### src/rtl/dual_chip_lcd_cursor_sequencer_unit_defines.svh
// ----------------------------------------------------------------------------
// dual chip lcd cursor sequencer assertion macros
// immediate-consequence and next-cycle property checks with disable on reset
// ----------------------------------------------------------------------------
`ifndef DUAL_CHIP_LCD_CURSOR_SEQUENCER_UNIT_DEFINES_SVH
`define DUAL_CHIP_LCD_CURSOR_SEQUENCER_UNIT_DEFINES_SVH

// same-cycle implication
`define DCCS_ASSERT_NOW(lbl, clk, rstn, ante, cons, msg) \
  lbl: assert property (@(posedge clk) disable iff (!rstn) (ante) |-> (cons)) \
    else $error(msg);

// next-cycle implication
`define DCCS_ASSERT_NEXT(lbl, clk, rstn, ante, cons, msg) \
  lbl: assert property (@(posedge clk) disable iff (!rstn) (ante) |=> (cons)) \
    else $error(msg);

`endif

### src/rtl/dccs_pkg.sv
// ----------------------------------------------------------------------------
// dccs_pkg
// types and constants shared by the lcd cursor sequencer modules
// ----------------------------------------------------------------------------
`timescale 1ns / 1ps
`default_nettype none

package dccs_pkg;

  localparam int unsigned COLUMNS_PER_CHIP_DEF = 64;
  localparam int unsigned PAGE_COUNT_DEF       = 8;

  localparam int unsigned COL_W       = 7;
  localparam int unsigned PAGE_W      = 3;
  localparam int unsigned QUEUE_DEPTH = 4;
  localparam int unsigned QPTR_W      = $clog2(QUEUE_DEPTH);

  localparam logic [1:0] OP_CMD   = 2'd0;
  localparam logic [1:0] OP_WRITE = 2'd1;
  localparam logic [1:0] OP_READ  = 2'd2;
  localparam logic [1:0] OP_NONE  = 2'd3;

  localparam logic [1:0] HALF_NONE  = 2'd0;
  localparam logic [1:0] HALF_LEFT  = 2'd1;
  localparam logic [1:0] HALF_RIGHT = 2'd2;
  localparam logic [1:0] CS_BOTH    = 2'd3;

  localparam logic [7:0] SET_COL_MASK  = 8'hC0;
  localparam logic [7:0] SET_COL_CODE  = 8'h40;
  localparam logic [7:0] COL_MASK      = 8'h3F;
  localparam logic [7:0] SET_PAGE_MASK = 8'hF8;
  localparam logic [7:0] SET_PAGE_CODE = 8'hB8;
  localparam logic [7:0] PAGE_MASK     = 8'h07;

  typedef struct packed {
    logic [1:0] op;
    logic [7:0] bus_byte;
    logic [1:0] chip_select;
  } in_item_t;

  typedef struct packed {
    logic       reg_select;
    logic       read_not_write;
    logic       left_enable;
    logic       right_enable;
    logic [7:0] drive_byte;
    logic       sample_read;
    logic       last;
  } out_item_t;

  typedef enum logic [1:0] {
    JOB_CMD   = 2'd0,
    JOB_WRITE = 2'd1,
    JOB_READ  = 2'd2
  } job_kind_e;

  typedef struct packed {
    logic              lead;
    logic [PAGE_W-1:0] lead_page;
    job_kind_e         kind;
    logic              fin;
    logic              le;
    logic              re;
    logic [7:0]        data;
  } job_t;

  typedef struct packed {
    logic empty;
    logic full;
  } queue_status_t;

endpackage

`default_nettype wire

### src/rtl/dccs_front.sv
// ----------------------------------------------------------------------------
// dccs_front
// accepts requests, tracks the shadow cursor, turns all but OP_NONE into jobs
// ----------------------------------------------------------------------------
`timescale 1ns / 1ps
`default_nettype none

module dccs_front
  import dccs_pkg::*;
#(
  parameter int unsigned COLUMNS_PER_CHIP = COLUMNS_PER_CHIP_DEF,
  parameter int unsigned PAGE_COUNT       = PAGE_COUNT_DEF
) (
  input  wire logic     clk_i,
  input  wire logic     rst_ni,
  input  wire logic     in_valid_i,
  input  wire in_item_t in_item_i,
  input  wire logic     full_i,
  output logic          push_o,
  output job_t          job_o
);

  logic [COL_W-1:0]  column_q, column_d;
  logic [PAGE_W-1:0] page_q, page_d;
  logic [1:0]        half_q, half_d;

  logic              accept;
  logic              wrap;
  logic [PAGE_W:0]   page_inc;
  logic [PAGE_W-1:0] page_w;
  logic [1:0]        half_w;
  logic [COL_W-1:0]  col_w;
  logic [COL_W-1:0]  col_inc;
  logic              lead;
  logic              fin;

  assign accept = in_valid_i && !full_i;

  always_comb begin
    // leading wrap
    wrap     = column_q >= COL_W'(COLUMNS_PER_CHIP);
    page_inc = {1'b0, page_q} + (PAGE_W+1)'(1);
    page_w   = page_q;
    half_w   = half_q;
    col_w    = column_q;
    lead     = 1'b0;
    if (wrap) begin
      col_w = '0;
      if (half_q == HALF_LEFT) begin
        half_w = HALF_RIGHT;
      end else if (half_q == HALF_RIGHT) begin
        page_w = (page_inc >= (PAGE_W+1)'(PAGE_COUNT)) ? '0 : page_inc[PAGE_W-1:0];
        half_w = HALF_LEFT;
        lead   = 1'b1;
      end
    end
    col_inc = col_w + COL_W'(1);
    fin     = (col_inc >= COL_W'(COLUMNS_PER_CHIP)) &&
              (page_w == PAGE_W'(PAGE_COUNT - 1)) && (half_w == HALF_RIGHT);

    column_d = column_q;
    page_d   = page_q;
    half_d   = half_q;

    job_o.lead      = lead;
    job_o.lead_page = page_w;
    job_o.kind      = JOB_CMD;
    job_o.fin       = fin;
    job_o.le        = half_w == HALF_LEFT;
    job_o.re        = half_w == HALF_RIGHT;
    job_o.data      = in_item_i.bus_byte;
    push_o          = 1'b0;

    case (in_item_i.op)
      OP_CMD: begin
        push_o     = accept;
        job_o.lead = 1'b0;
        job_o.le   = in_item_i.chip_select[0];
        job_o.re   = in_item_i.chip_select[1];
        if ((in_item_i.bus_byte & SET_COL_MASK) == SET_COL_CODE) begin
          column_d = COL_W'(in_item_i.bus_byte & COL_MASK);
        end
        if ((in_item_i.bus_byte & SET_PAGE_MASK) == SET_PAGE_CODE) begin
          page_d = PAGE_W'(in_item_i.bus_byte & PAGE_MASK);
        end
        if (in_item_i.chip_select != CS_BOTH) begin
          half_d = in_item_i.chip_select;
        end
      end
      OP_WRITE: begin
        push_o     = accept;
        job_o.kind = JOB_WRITE;
        if (fin) begin
          column_d = '0;
          page_d   = '0;
          half_d   = HALF_LEFT;
        end else begin
          column_d = col_inc;
          page_d   = page_w;
          half_d   = half_w;
        end
      end
      OP_READ: begin
        push_o     = accept;
        job_o.kind = JOB_READ;
        column_d   = col_inc;
        page_d     = page_w;
        half_d     = half_w;
      end
      default: begin
        push_o = 1'b0;
      end
    endcase
  end

  always_ff @(posedge clk_i or negedge rst_ni) begin
    if (!rst_ni) begin
      column_q <= '0;
      page_q   <= '0;
      half_q   <= HALF_LEFT;
    end else if (accept) begin
      column_q <= column_d;
      page_q   <= page_d;
      half_q   <= half_d;
    end
  end

endmodule

`default_nettype wire

### src/rtl/dccs_queue.sv
// ----------------------------------------------------------------------------
// dccs_queue
// small job queue between the front and back parts
// ----------------------------------------------------------------------------
`timescale 1ns / 1ps
`default_nettype none

module dccs_queue
  import dccs_pkg::*;
(
  input  wire logic    clk_i,
  input  wire logic    rst_ni,
  input  wire logic    push_i,
  input  wire job_t    push_job_i,
  input  wire logic    pop_i,
  output job_t          head_o,
  output queue_status_t status_o
);

  job_t              slots_q [QUEUE_DEPTH];
  logic [QPTR_W-1:0] wr_ptr_q, wr_ptr_d;
  logic [QPTR_W-1:0] rd_ptr_q, rd_ptr_d;
  logic [QPTR_W:0]   count_q, count_d;

  always_comb begin
    wr_ptr_d = push_i ? wr_ptr_q + QPTR_W'(1) : wr_ptr_q;
    rd_ptr_d = pop_i ? rd_ptr_q + QPTR_W'(1) : rd_ptr_q;
    count_d  = count_q;
    if (push_i && !pop_i) begin
      count_d = count_q + (QPTR_W+1)'(1);
    end else if (pop_i && !push_i) begin
      count_d = count_q - (QPTR_W+1)'(1);
    end
    status_o.empty = count_q == '0;
    status_o.full  = count_q == (QPTR_W+1)'(QUEUE_DEPTH);
    head_o         = slots_q[rd_ptr_q];
  end

  always_ff @(posedge clk_i or negedge rst_ni) begin
    if (!rst_ni) begin
      wr_ptr_q <= '0;
      rd_ptr_q <= '0;
      count_q  <= '0;
    end else begin
      wr_ptr_q <= wr_ptr_d;
      rd_ptr_q <= rd_ptr_d;
      count_q  <= count_d;
    end
  end

  always_ff @(posedge clk_i) begin
    if (push_i) begin
      slots_q[wr_ptr_q] <= push_job_i;
    end
  end

endmodule

`default_nettype wire

### src/rtl/dccs_back.sv
// ----------------------------------------------------------------------------
// dccs_back
// expands each job into one to three panel bus cycles behind an output register
// ----------------------------------------------------------------------------
`timescale 1ns / 1ps
`default_nettype none

module dccs_back
  import dccs_pkg::*;
(
  input  wire logic          clk_i,
  input  wire logic          rst_ni,
  input  wire job_t          head_i,
  input  wire queue_status_t status_i,
  output logic               pop_o,
  output logic               out_valid_o,
  input  wire logic          out_stall_i,
  output out_item_t          out_item_o
);

  typedef enum logic [2:0] {
    ST_START = 3'b001,
    ST_MAIN  = 3'b010,
    ST_TAIL  = 3'b100
  } beat_state_e;

  beat_state_e state_q, state_d, state_nxt;
  logic        out_valid_q, out_valid_d;
  out_item_t   out_q, out_d;

  logic        load;
  logic        go;
  logic        done;
  logic        has_tail;
  out_item_t   lead_beat, main_beat, tail_beat, beat;

  always_comb begin
    load     = !out_valid_q || !out_stall_i;
    go       = load && !status_i.empty;
    has_tail = (head_i.kind == JOB_READ) || ((head_i.kind == JOB_WRITE) && head_i.fin);

    lead_beat = '{reg_select: 1'b0, read_not_write: 1'b0, left_enable: 1'b1,
                  right_enable: 1'b1,
                  drive_byte: SET_PAGE_CODE | {5'b0, head_i.lead_page},
                  sample_read: 1'b0, last: 1'b0};

    main_beat = '{reg_select: 1'b1, read_not_write: 1'b0, left_enable: head_i.le,
                  right_enable: head_i.re, drive_byte: head_i.data,
                  sample_read: 1'b0, last: 1'b1};
    tail_beat = '{reg_select: 1'b0, read_not_write: 1'b0, left_enable: 1'b1,
                  right_enable: 1'b1, drive_byte: SET_PAGE_CODE,
                  sample_read: 1'b0, last: 1'b1};
    case (head_i.kind)
      JOB_CMD: begin
        main_beat.reg_select = 1'b0;
      end
      JOB_WRITE: begin
        main_beat.last = !head_i.fin;
      end
      JOB_READ: begin
        main_beat.read_not_write = 1'b1;
        main_beat.drive_byte     = '0;
        main_beat.last           = 1'b0;
        tail_beat.reg_select     = 1'b1;
        tail_beat.read_not_write = 1'b1;
        tail_beat.left_enable    = head_i.le;
        tail_beat.right_enable   = head_i.re;
        tail_beat.drive_byte     = '0;
        tail_beat.sample_read    = 1'b1;
      end
      default: begin
        main_beat = '0;
      end
    endcase

    beat      = main_beat;
    state_nxt = has_tail ? ST_TAIL : ST_START;
    done      = !has_tail;
    case (state_q)
      ST_START: begin
        if (head_i.lead) begin
          beat      = lead_beat;
          state_nxt = ST_MAIN;
          done      = 1'b0;
        end
      end
      ST_MAIN: begin
        beat = main_beat;
      end
      ST_TAIL: begin
        beat      = tail_beat;
        state_nxt = ST_START;
        done      = 1'b1;
      end
      default: begin
        beat      = main_beat;
        state_nxt = ST_START;
        done      = 1'b1;
      end
    endcase

    pop_o       = go && done;
    state_d     = go ? state_nxt : state_q;
    out_valid_d = load ? !status_i.empty : out_valid_q;
    out_d       = go ? beat : out_q;
  end

  always_ff @(posedge clk_i or negedge rst_ni) begin
    if (!rst_ni) begin
      state_q     <= ST_START;
      out_valid_q <= 1'b0;
    end else begin
      state_q     <= state_d;
      out_valid_q <= out_valid_d;
    end
  end

  always_ff @(posedge clk_i) begin
    out_q <= out_d;
  end

  assign out_valid_o = out_valid_q;
  assign out_item_o  = out_q;

endmodule

`default_nettype wire

### src/rtl/dual_chip_lcd_cursor_sequencer_unit.sv
// ----------------------------------------------------------------------------
// dual_chip_lcd_cursor_sequencer_unit
// shadow cursor for a two-controller graphic panel, emitting panel bus cycles
//
//   channel  direction  handshake                payload
//   in       input      in_valid_i / in_stall_o  in_item_t (op, byte, select)
//   out      output     out_valid_o / out_stall_i out_item_t (one bus cycle)
//
// a request is taken every cycle while the four-entry job queue has room
// each queued request yields one to three bus cycles from the back part, one per
// clock while the output is not stalled; that expansion sets the sustained rate
// reset puts the cursor at column 0, page 0, left half, with queue empty
// a stalled output holds its bus cycle; the front keeps filling the queue
// ----------------------------------------------------------------------------
`timescale 1ns / 1ps
`default_nettype none

`include "dual_chip_lcd_cursor_sequencer_unit_defines.svh"

module dual_chip_lcd_cursor_sequencer_unit
  import dccs_pkg::*;
#(
  parameter int unsigned COLUMNS_PER_CHIP = COLUMNS_PER_CHIP_DEF,
  parameter int unsigned PAGE_COUNT       = PAGE_COUNT_DEF
) (
  input  wire logic      clk_i,
  input  wire logic      rst_ni,
  input  wire logic      in_valid_i,
  output logic           in_stall_o,
  input  wire in_item_t  in_item_i,
  output logic           out_valid_o,
  input  wire logic      out_stall_i,
  output out_item_t      out_item_o
);

  logic          push;
  logic          pop;
  job_t          push_job;
  job_t          head;
  queue_status_t q_status;

  assign in_stall_o = q_status.full;

  dccs_front #(
    .COLUMNS_PER_CHIP(COLUMNS_PER_CHIP),
    .PAGE_COUNT      (PAGE_COUNT)
  ) u_front (
    .clk_i     (clk_i),
    .rst_ni    (rst_ni),
    .in_valid_i(in_valid_i),
    .in_item_i (in_item_i),
    .full_i    (q_status.full),
    .push_o    (push),
    .job_o     (push_job)
  );

  dccs_queue u_queue (
    .clk_i     (clk_i),
    .rst_ni    (rst_ni),
    .push_i    (push),
    .push_job_i(push_job),
    .pop_i     (pop),
    .head_o    (head),
    .status_o  (q_status)
  );

  dccs_back u_back (
    .clk_i      (clk_i),
    .rst_ni     (rst_ni),
    .head_i     (head),
    .status_i   (q_status),
    .pop_o      (pop),
    .out_valid_o(out_valid_o),
    .out_stall_i(out_stall_i),
    .out_item_o (out_item_o)
  );

  `DCCS_ASSERT_NOW(a_sample_is_data_read, clk_i, rst_ni, out_valid_o && out_item_o.sample_read, out_item_o.reg_select && out_item_o.read_not_write && out_item_o.last, "sampled cycle is not a final data read")
  `DCCS_ASSERT_NOW(a_cmd_never_reads, clk_i, rst_ni, out_valid_o && !out_item_o.reg_select, !out_item_o.read_not_write && !out_item_o.sample_read, "command cycle marked as read")
  `DCCS_ASSERT_NEXT(a_drain_when_empty, clk_i, rst_ni, out_valid_o && !out_stall_i && q_status.empty, !out_valid_o, "bus cycle shown with no queued job")
  `DCCS_ASSERT_NOW(a_pop_needs_job, clk_i, rst_ni, pop, !q_status.empty, "queue popped while empty")

endmodule

`default_nettype wire

### config.mk
export PLATFORM = sky130hd
export DESIGN_NAME = dual_chip_lcd_cursor_sequencer_unit
export DESIGN_NICKNAME = d
export VERILOG_FILES = /design/src/rtl/dccs_pkg.sv /design/src/rtl/dccs_front.sv /design/src/rtl/dccs_queue.sv /design/src/rtl/dccs_back.sv /design/src/rtl/dual_chip_lcd_cursor_sequencer_unit.sv
export VERILOG_INCLUDE_DIRS = /design/src /design/src/rtl
export SDC_FILE = /design/constraint.sdc
export NUM_CORES = 1
export LEC_CHECK = 0
export BUFFER_PORTS_ARGS = -buffer_cell sky130_fd_sc_hd__buf_4
export CAP_MARGIN = 20
export CORE_AREA = 2 2 114 116
export DETAILED_ROUTE_END_ITERATION = 16
export DIE_AREA = 0 0 116 118
export PLACE_DENSITY = 0.55
export SLEW_MARGIN = 40
export SYNTH_ARGS = -nofsm -noshare
export SYNTH_HDL_FRONTEND = slang
export SYNTH_HIERARCHICAL = 1
export SYNTH_SLANG_ARGS = --single-unit
### constraint.sdc
create_clock -name clk_i -period 6.46 [get_ports clk_i]
set_clock_uncertainty 0.15 [all_clocks]
set_input_delay 1.615 -clock clk_i [delete_from_list [all_inputs] [get_ports clk_i]]
set_output_delay 1.615 -clock clk_i [all_outputs]
set_load 0.01 [all_outputs]
==> reports/results.tsv <==
metric	value	unit
clock-root-buffer	clkbuf_16	
clkLatencyLatePin	0.34	ns
synthArstFlopShare	21.9	%
drv_cap	0	
yosys_warnings	6	
synth_most_common_cell	edfxtp_1	
slew_violations	0	
critPathArrivalTime	3.75	ns
hold_buffers	0	
finalPower	2.41	mW
vias	2675	
crit_type	input pin to flip-flop	
tightest_slew	0.771	ns
setup_violations	0	
fin_tns_setup	0	ns
cts_tree	built	
numCtsBuffers	9	
synthDistinctLibCells	61	
antenna_cells	0	
initial_core_util	39.6	%
core-area	12400	um^2
period_share	56.3	%
antenna_found_initial	0	
fin_nets	372	
irDropWorstVdd	0.117	mV
grt_max_degree	24	
path_clk_slew	0.06	ns
hold_depth	1	
drive_gt1_share	21.2	%
critPathLaunchType	input pin	
clock-sinks	105	
synthTopCellsByArea	edfxtp_1, dfrtp_1, mux4_1	
r2r_setup_slack	2.93	ns
reg2reg_to	u_queue/count_q[1]	
synth_common_cells	edfxtp_1, dfrtp_1, a21oi_1, nand2_1, inv_1	
min_to	u_queue/count_q[2]	
synth_top_area_cell	edfxtp_1	
area_growth	11.3	%
grt_pass1_vias	2745	
firstDrtPassIters	4	
finalWirelength	8920	um
grt_pass1_wl	14400	um
grt_overflow	0	
place_hpwl	6030	um
rsz0062_at_grt	false	
status	finished, final reports clean	
hp-start	u_queue/count_q[2]	
clock_path_buffers	2	
die_h	118	um
period_needed	3.64	ns
dieArea	13700	um^2
vias_per_cell	5.17	
cts_setup_buffers	0	
regToRegStartpoint	u_queue/rd_ptr_q[0]	
netlist_instances	320	
max_freq	0.275	GHz
crit_fanout	8	
hold_viol	0	
rows	41	
drtAntennaViolNets	0	
syn_nets	352	
synthFlopType	edfxtp_1	
post_drt_wl_per_cell	17.2	um
synth_top_area_share	50.0	%
synth_area	4920	um^2
yosysSeqAreaShare	61.8	%
drc	0	
syn_area_per_cell	15.4	um^2
critPathRequiredTime	6.57	ns
max_slew_margin	48.6	%
grt_usage	14.2	%
io_pins	32	
htree_levels	3	
port_buffers	31	
gp_congestion	0.707	
drt_iter0_markers	143	
die_width	116	um
p_per_area	440	nW/um^2
crit_path_end_kind	flip-flop	
reg2regPathDepth	10	
leakagePower	2.06	nW
hold_class	flip-flop to flip-flop	
synth_seq_cells	105	
cts_resized	0	
synth_edf_count	82	
==> layout by cell type (no fill, tap or decap), types with 7 or more instances in the layout <==
cell type	Yosys	routed
edfxtp_1	82	82
clkbuf_16	0	9
buf_4	9	31
mux4_2	8	8
a21oi_1	18	18
mux2i_1	7	7
nand2_1	18	18
mux4_1	9	9
inv_1	16	16
ha_1	15	15
dfrtp_1	21	20
==> state kept, by name, indices dropped and copies added, names as in the netlist <==
signal	flops
u_front/page_q	3
u_queue/wr_ptr_q	2
u_queue/slots_q	68
u_back/out_valid_o	1
u_front/half_q	2
u_front/column_q	7
u_back/out_item_o	14
u_queue/count_q	3
u_queue/rd_ptr_q	2
u_back/state_q	3
==> cell families after synthesis <==
| kind of cell | count (synthesis) | share of synthesized area, % |
|---|---|---|
| compound gates | 52 | 7.75 |
| xor+xnor | 12 | 2.14 |
| fa+ha+maj | 16 | 4.22 |
| buf+inv | 38 | 4.65 |
| flops | 105 | 61.8 |
| mux | 26 | 10.3 |
| simple gates | 71 | 9.10 |
==> layout make-up <==
cell class	instances	area, um^2
clock buffer	13	250
clock inverter	3	18.8
fill	1120	6940
inverter	16	60.1
multi-input combinational	177	1660
sequential	105	3040
tap	172	215
timing repair buffer	31	233
==> routing by layer <==
| metal | vias to the layer above | global-route usage (%) | routed length, um |
|---|---|---|---|
| met3 | 7 | 3.30 | 264 |
| met4 | 0 | 5.73 | 98 |
| met1 | 1356 | 18.8 | 4210 |
| met5 | - | 0 | 0 |
| met2 | 51 | 22.6 | 4340 |
| li1 | 1261 | - | - |
==> report_power, final <==
| part | leakage, nW | total [mW] | internal [mW] | switching [mW] |
|---|---|---|---|---|
| logic | 0.877 | 0.792 | 0.392 | 0.400 |
| clock network | 0.134 | 0.496 | 0.272 | 0.224 |
| registers | 1.05 | 1.12 | 0.969 | 0.152 |
==> per-stage QoR <==
| step | hold WS, ns | setup slack, ns | utilization, % | cell area (um^2) | instances |
|---|---|---|---|---|---|
| after floorplan | 0.306 | 2.76 | - | 4920 | 320 |
| after global placement | 0.326 | 2.47 | 41.9 | 5200 | 501 |
| after detailed placement | 0.336 | 2.46 | 41.9 | 5210 | 501 |
| after CTS | 0.346 | 2.82 | 44.1 | 5480 | 517 |
| after global routing | 0.363 | 2.69 | 44.1 | 5480 | 517 |
| final | 0.343 | 2.82 | 44.1 | 5480 | 517 |
==> how the worst max path moves through the flow <==
stage | from | end | slack (ns)
after floorplan | in_item_i[10] | u_queue/count_q[2] | 2.76
after global placement | in_item_i[10] | u_queue/slots_q[0][14] | 2.47
after detailed placement | in_item_i[10] | u_queue/count_q[2] | 2.46
after CTS | in_item_i[10] | u_queue/count_q[2] | 2.82
after global routing | u_queue/rd_ptr_q[0] | u_queue/count_q[1] | 2.69
final | in_item_i[10] | u_queue/count_q[2] | 2.82
==> critical path: stages <==
cell	delay (ns)
buf_4	0.12
ha_1	0.22
or3b_2	0.52
inv_1	0.20
ha_1	0.21
inv_1	0.06
fa_1	0.37
xor2_1	0.17
nor2_1	0.11
xor2_1	0.15
No activity file was read; power rests on OpenSTA's default activity.
